`config.mk`:
```
export PLATFORM = sky130hd
export DESIGN_NAME = stack_with_middle_delete_unit
export DESIGN_NICKNAME = d
export VERILOG_FILES = /design/src/hdl/smd_pkg.sv /design/src/hdl/stack_with_middle_delete_unit.sv /design/src/hdl/smd_cell.sv
export SDC_FILE = /design/constraint.sdc
export NUM_CORES = 1
export LEC_CHECK = 0
export ABC_AREA = 1
export BUFFER_PORTS_ARGS = -buffer_cell sky130_fd_sc_hd__buf_2
export CAP_MARGIN = 15
export CORE_MARGIN = 3
export CORE_UTILIZATION = 46
export DETAILED_ROUTE_END_ITERATION = 10
export GPL_ROUTABILITY_DRIVEN = 1
export GPL_TIMING_DRIVEN = 0
export MAX_ROUTING_LAYER = met4
export PLACE_DENSITY_LB_ADDON = 0.08
export SETUP_SLACK_MARGIN = 0.1
export SYNTH_ARGS = -nofsm -noshare
export SYNTH_HDL_FRONTEND = slang
export SYNTH_HIERARCHICAL = 1
export SYNTH_SLANG_ARGS = --single-unit
```
`constraint.sdc`:
```
create_clock -name clock -period 3.5 [get_ports clock]
set_clock_uncertainty 0.1 [all_clocks]
set_input_delay 0.175 -clock clock [delete_from_list [all_inputs] [get_ports clock]]
set_output_delay 0.175 -clock clock [all_outputs]
set_load 0.03 [all_outputs]
```
`src/hdl/smd_pkg.sv`:
```
package smd_pkg;

   // Operation codes carried on the request side
   localparam logic [1:0] OP_PUSH   = 2'd0;
   localparam logic [1:0] OP_POP    = 2'd1;
   localparam logic [1:0] OP_DELETE = 2'd2;
   localparam logic [1:0] OP_READ   = 2'd3;

   localparam int VALUE_W     = 32;
   localparam int COUNT_OUT_W = 5;

   typedef logic [VALUE_W-1:0] value_type;

   // Per-cell controls for one cycle
   typedef struct packed {
      logic load;    // take the pushed value
      logic shift;   // take the upper neighbor's value
      logic tap;     // drive the held value onto the middle bus
   } cell_ctrl_type;

endpackage

```
`src/hdl/stack_with_middle_delete_unit.sv`:
```
// Channel  Direction  Handshake              Payload
// req      in         req_tvalid/req_tready  tuser: operation; tdata: push_value
// rsp      out        rsp_tvalid/rsp_tready  tdata: middle_value, middle_valid,
//                                            entry_count, refused
//
// A request updates the row of cells at its accept edge; the middle entry is
// gathered from the cells into the response register once the output is free.
// rsp_tvalid rises with that load; one request per cycle is sustained while
// responses are taken. reset (synchronous) empties the stack.
// A stalled response holds the next request back once one is in flight.
module stack_with_middle_delete_unit #(
   parameter int DEPTH = 16
) (
   input  logic        clock,
   input  logic        reset,
   input  logic        req_tvalid,
   output logic        req_tready,
   input  logic [1:0]  req_tuser,   // [1:0] operation
   input  logic [31:0] req_tdata,   // [31:0] push_value
   output logic        rsp_tvalid,
   input  logic        rsp_tready,
   output logic [39:0] rsp_tdata    // [31:0] middle_value, [32] middle_valid,
                                    // [37:33] entry_count, [38] refused, [39] zero
);
   import smd_pkg::*;

   localparam int CW = $clog2(DEPTH + 1);

   logic [CW-1:0] count_ff, count_in;
   logic          pend_ff, pend_in;
   logic          refused_ff, refused_in;
   logic          rsp_tvalid_ff, rsp_tvalid_in;
   value_type     rsp_value_ff;
   logic          rsp_mvalid_ff;
   logic [COUNT_OUT_W-1:0] rsp_count_ff;
   logic          rsp_refused_ff;

   logic          req_fire, out_free, load_rsp;
   logic          full, empty;
   logic [CW-1:0] mid;
   logic          do_push, do_pop, do_del, refuse_now;

   cell_ctrl_type ctrl      [DEPTH];
   value_type     cell_val  [DEPTH];
   value_type     cell_tap  [DEPTH];
   value_type     middle;

   assign full     = (count_ff == CW'(DEPTH));
   assign empty    = (count_ff == '0);
   assign mid      = (count_ff - CW'(1)) >> 1;
   assign out_free = !rsp_tvalid_ff || rsp_tready;
   assign load_rsp = pend_ff && out_free;
   assign req_tready = !pend_ff || out_free;
   assign req_fire = req_tvalid && req_tready;

   // Decode the request into stack actions
   always_comb begin
      do_push    = 1'b0;
      do_pop     = 1'b0;
      do_del     = 1'b0;
      refuse_now = 1'b0;
      unique case (req_tuser)
         OP_PUSH: begin
            do_push    = req_fire && !full;
            refuse_now = full;
         end
         OP_POP: begin
            do_pop     = req_fire && !empty;
            refuse_now = empty;
         end
         OP_DELETE: begin
            do_del     = req_fire && !empty;
            refuse_now = empty;
         end
         OP_READ: begin
            refuse_now = 1'b0;
         end
         default: begin
            refuse_now = 1'b0;
         end
      endcase
   end

   // Advance the count
   always_comb begin
      count_in = count_ff;
      if (do_push) begin
         count_in = count_ff + CW'(1);
      end else if (do_pop || do_del) begin
         count_in = count_ff - CW'(1);
      end
   end

   // Row of cells, each handing its value down on a middle delete
   for (genvar i = 0; i < DEPTH; i++) begin : g_cell
      assign ctrl[i].load  = do_push && (count_ff == CW'(i));
      assign ctrl[i].shift = do_del && (CW'(i) >= mid) && (CW'(i + 1) < count_ff);
      assign ctrl[i].tap   = pend_ff && !empty && (CW'(i) == mid);

      if (i == DEPTH - 1) begin : g_top
         smd_cell u_cell (
            .clock       (clock),
            .ctrl        (ctrl[i]),
            .load_value  (req_tdata),
            .upper_value (cell_val[i]),
            .value       (cell_val[i]),
            .tap_value   (cell_tap[i])
         );
      end else begin : g_mid
         smd_cell u_cell (
            .clock       (clock),
            .ctrl        (ctrl[i]),
            .load_value  (req_tdata),
            .upper_value (cell_val[i+1]),
            .value       (cell_val[i]),
            .tap_value   (cell_tap[i])
         );
      end
   end

   // Gather the middle entry from the tapped cell
   always_comb begin
      middle = '0;
      for (int i = 0; i < DEPTH; i++) begin
         middle = middle | cell_tap[i];
      end
   end

   // Track the request in flight and the response handshake
   always_comb begin
      pend_in = pend_ff;
      if (req_fire) begin
         pend_in = 1'b1;
      end else if (load_rsp) begin
         pend_in = 1'b0;
      end
      refused_in = req_fire ? refuse_now : refused_ff;
      rsp_tvalid_in = rsp_tvalid_ff;
      if (load_rsp) begin
         rsp_tvalid_in = 1'b1;
      end else if (rsp_tready) begin
         rsp_tvalid_in = 1'b0;
      end
   end

   always_ff @(posedge clock) begin
      if (reset) begin
         count_ff      <= '0;
         pend_ff       <= 1'b0;
         rsp_tvalid_ff <= 1'b0;
      end else begin
         count_ff      <= count_in;
         pend_ff       <= pend_in;
         rsp_tvalid_ff <= rsp_tvalid_in;
      end
   end

   // Hold the response payload until taken
   always_ff @(posedge clock) begin
      refused_ff <= refused_in;
      if (load_rsp) begin
         rsp_value_ff   <= middle;
         rsp_mvalid_ff  <= !empty;
         rsp_count_ff   <= COUNT_OUT_W'(count_ff);
         rsp_refused_ff <= refused_ff;
      end
   end

   assign rsp_tvalid = rsp_tvalid_ff;
   assign rsp_tdata  = {1'b0, rsp_refused_ff, rsp_count_ff, rsp_mvalid_ff, rsp_value_ff};

endmodule

```
`src/hdl/smd_cell.sv`:
```
module smd_cell (
   input  logic                  clock,
   input  smd_pkg::cell_ctrl_type ctrl,
   input  smd_pkg::value_type    load_value,
   input  smd_pkg::value_type    upper_value,
   output smd_pkg::value_type    value,
   output smd_pkg::value_type    tap_value
);
   import smd_pkg::*;

   value_type value_ff;
   value_type value_in;

   // Load a pushed value, or take the neighbor's value on a middle delete
   always_comb begin
      value_in = value_ff;
      if (ctrl.load) begin
         value_in = load_value;
      end else if (ctrl.shift) begin
         value_in = upper_value;
      end
   end

   always_ff @(posedge clock) begin
      value_ff <= value_in;
   end

   assign value     = value_ff;
   assign tap_value = ctrl.tap ? value_ff : '0;

endmodule

```
==> impl_metrics.tcl <==
set metrics [dict create \
    status "completed" \
    rsz0062_at_grt "true" \
    dpl.cell_count 4616 \
    io_buffers 78 \
    cts-root-buf "clkbuf_16" \
    routabilityCongestion 0.856 \
    seq_area_um2 16700 \
    drtIter0Drc 2238 \
    avgViaCountPerCell 4.90 \
    fin_crit_sh_pct 94.6 \
    synth_fp_nets 3727 \
    drcViolationCount 0 \
    cp_max_fo 10 \
    antenna_cells 0 \
    multiInputGateArea_um2 10100 \
    synth_area_per_cell_um2 8.19 \
    num-nets-final 3903 \
    synth_edf_count 552 \
    drive_gt1_share_pct 11.7 \
    worstMarginPinSlew_ps 1110 \
    ys_seq_elements 559 \
    setup_viol 0 \
    worstPathArrival_ps 3490 \
    core-area_um2 64700 \
    synth_seq_area_share_pct 55.4 \
    fillCellCount 6174 \
    min_period_ps 3310 \
    die_area_um2 68700 \
    max-cap-violations 0 \
    place_area_um2 31700 \
    grt_overflow 0 \
    slew_headroom_pct 26.2 \
    fin_cells 4763 \
    synth.cell_area_um2 30200 \
    clockBufferDepth 3 \
    slew_violations 0 \
    cts_tree "yes" \
    start_util_pct 46.6 \
    crit_path_end_kind "flop" \
    fin_ws_ps 190 \
    stdcell_area_um2 34300 \
    track_usage_pct 27.5 \
    pre_cts_ws_ps -316 \
    ioPinCount 80 \
    holdWs_ps 35.4 \
    die_height_um 262 \
    ys.flop_type "edfxtp_1" \
    area_delta_synth_final_pct 13.8 \
    drt-pass1-iter-count 6 \
    wl_mm 91.6 \
    clock_sinks 559 \
    die_w_um 262 \
    grt_pass1_wl_mm 136 \
    grt_pass1_vias 22100 \
    cts_buffers 66 \
    grt_max_degree 33 \
    cts.clk_slew.worst_paths_ps 60 \
    yosysWarnings 6 \
    ant_nets 0 \
    worst_ep_required_time_ps 3680 \
    netlist_instances 3681 \
    grt_antenna_before_repair 0 \
    finalPower_uw 15600 \
    power_density_nw_per_um2 455 \
    finalHoldViolCount 0 \
    vias 23300 \
    clock_latency_ps 600 \
    async_flop_share_pct 0 \
    start_kind "flop" \
    ctsHtreeMaxLevel 3 \
    ys_types 36 \
    setup.worst_path.class "flop to flop" \
    timing.fmax_mhz 302 \
    vdd_drop_max_v 0.000302 \
    hpwlAfterDp_mm 64.1 \
    routedWlPerCell_um 19.2 \
    row_count 93 \
    p_leak_uw 0.0182 \
    postCtsSetupRepairBufs 0 \
    hold_class "input pin to flop" \
]
-- cell usage after synthesis, types with 2 or more instances --
cell type  instances  share of area, %
o21ai_1            2             0.033
inv_1            528               6.6
dfxtp_1            7              0.46
nand4_1           33              0.68
nand2_4            6              0.22
nand2_1         2090                26
nand2_2           10              0.21
buf_4            100               2.5
ha_1               8              0.33
a21oi_1           14              0.23
inv_2              8              0.10
nor2_1            44              0.55
nor3_2             4              0.13
buf_6             66               2.5
nor2_4             4              0.15
nand3_1           14              0.23
nor2_2             3             0.062
o21ai_0            4             0.066
inv_4             19              0.39
nand3_2            3              0.10
or2_2             17              0.35
edfxtp_1         552                55
nor4_1           129               2.7
nor3_1             4             0.066
-- final cells by class --
class	instances	share of cell area (%)
Tap cell	855	3.12
Sequential cell	559	48.7
Clock buffer	87	5.23
Multi-Input combinational cell	2401	29.6
Inverter	555	6.21
Buffer	166	4.35
Clock inverter	32	0.744
Timing Repair Buffer	108	2.07
-- routing by layer --
layer	up-vias	track usage [%]	routed length (um)
met3	114	4.81	7700
met5	-	-	0
met4	0	6.19	1530
met2	778	43.3	41900
met1	10700	37.4	40500
li1	11700	-	-
-- report_power, final --
group / leakage (uW) / internal, uW / switching (uW) / total (uW)
Sequential: 0.00505 / 7460 / 56.7 / 7520
Clock: 0.000990 / 3900 / 2760 / 6660
Combinational: 0.0122 / 387 / 1050 / 1430
-- cells by family after synthesis --
group	Yosys count	share of synthesized area, %
flip-flops	559	55.4
AND/OR/NAND/NOR	2365	31.6
adder cells (fa/ha/maj)	8	0.332
XOR/XNOR	3	0.149
AO/OA/AOI/OAI	24	0.440
buffers and inverters	721	12.0
other	1	0.0124
-- layout by cell type, fill, tap and decap left out, types with 10 or more instances in the layout --
| master | count |
|---|---|
| clkbuf_1 | 18 |
| dlygate4sd3_1 | 28 |
| inv_1 | 528 |
| nand2_2 | 11 |
| inv_4 | 19 |
| a21oi_1 | 13 |
| nor2_1 | 37 |
| nor4_1 | 91 |
| edfxtp_1 | 552 |
| clkbuf_16 | 69 |
| nand3_1 | 14 |
| buf_6 | 66 |
| or2_2 | 10 |
| clkinv_1 | 16 |
| buf_4 | 100 |
| nand4_1 | 33 |
| buf_2 | 78 |
| nor4_2 | 36 |
| nand2_1 | 2089 |
-- per-stage QoR --
stage               TNS, ps  util (%)
floorplan                 0         -
global placement     -86320      48.9
detailed placement   -14750      49.0
CTS                       0      52.8
global route              0      53.0
finish                    0      53.0
-- sequential cells by signal, summed over array words and instances (netlist names) --
name	count
g_cell.g_mid.u_cell/value	480
g_cell.g_top.u_cell/value	32
rsp_value_ff	32
count_ff	5
rsp_count_ff	5
pend_ff	1
refused_ff	1
rsp_mvalid_ff	1
rsp_refused_ff	1
rsp_tvalid	1
-- critical path, cell delays in order, from the launching register on --
cell     delay [ps]
dfxtp_2         480
inv_1           150
ha_1            440
inv_1           190
nor2_1          140
nand2_2         210
nor2_4          110
buf_4           200
nand2_1          70
inv_1            40
nor4_1          620
nand4_1         260
-- repair_timing --
item / in CTS / in global routing
hold buffers: 28 / 0
resized for setup: 27 / 34
setup endpoints to repair: 264 / 186
hold endpoints to repair: 256 / 0
-- worst paths after layout --
check / startpoint / endpoint / slack, ps / cells after the start
worst max-delay path: count_ff[0] / rsp_value_ff[11] / 190 / 11
worst min-delay path: req_tdata[8] / g_cell[10].g_mid.u_cell/value[8] / 40 / 3
worst max register to register: count_ff[0] / rsp_value_ff[11] / 190 / 11
worst min register to register: refused_ff / rsp_refused_ff / 350 / 0
(Power assumes the default switching activity.)
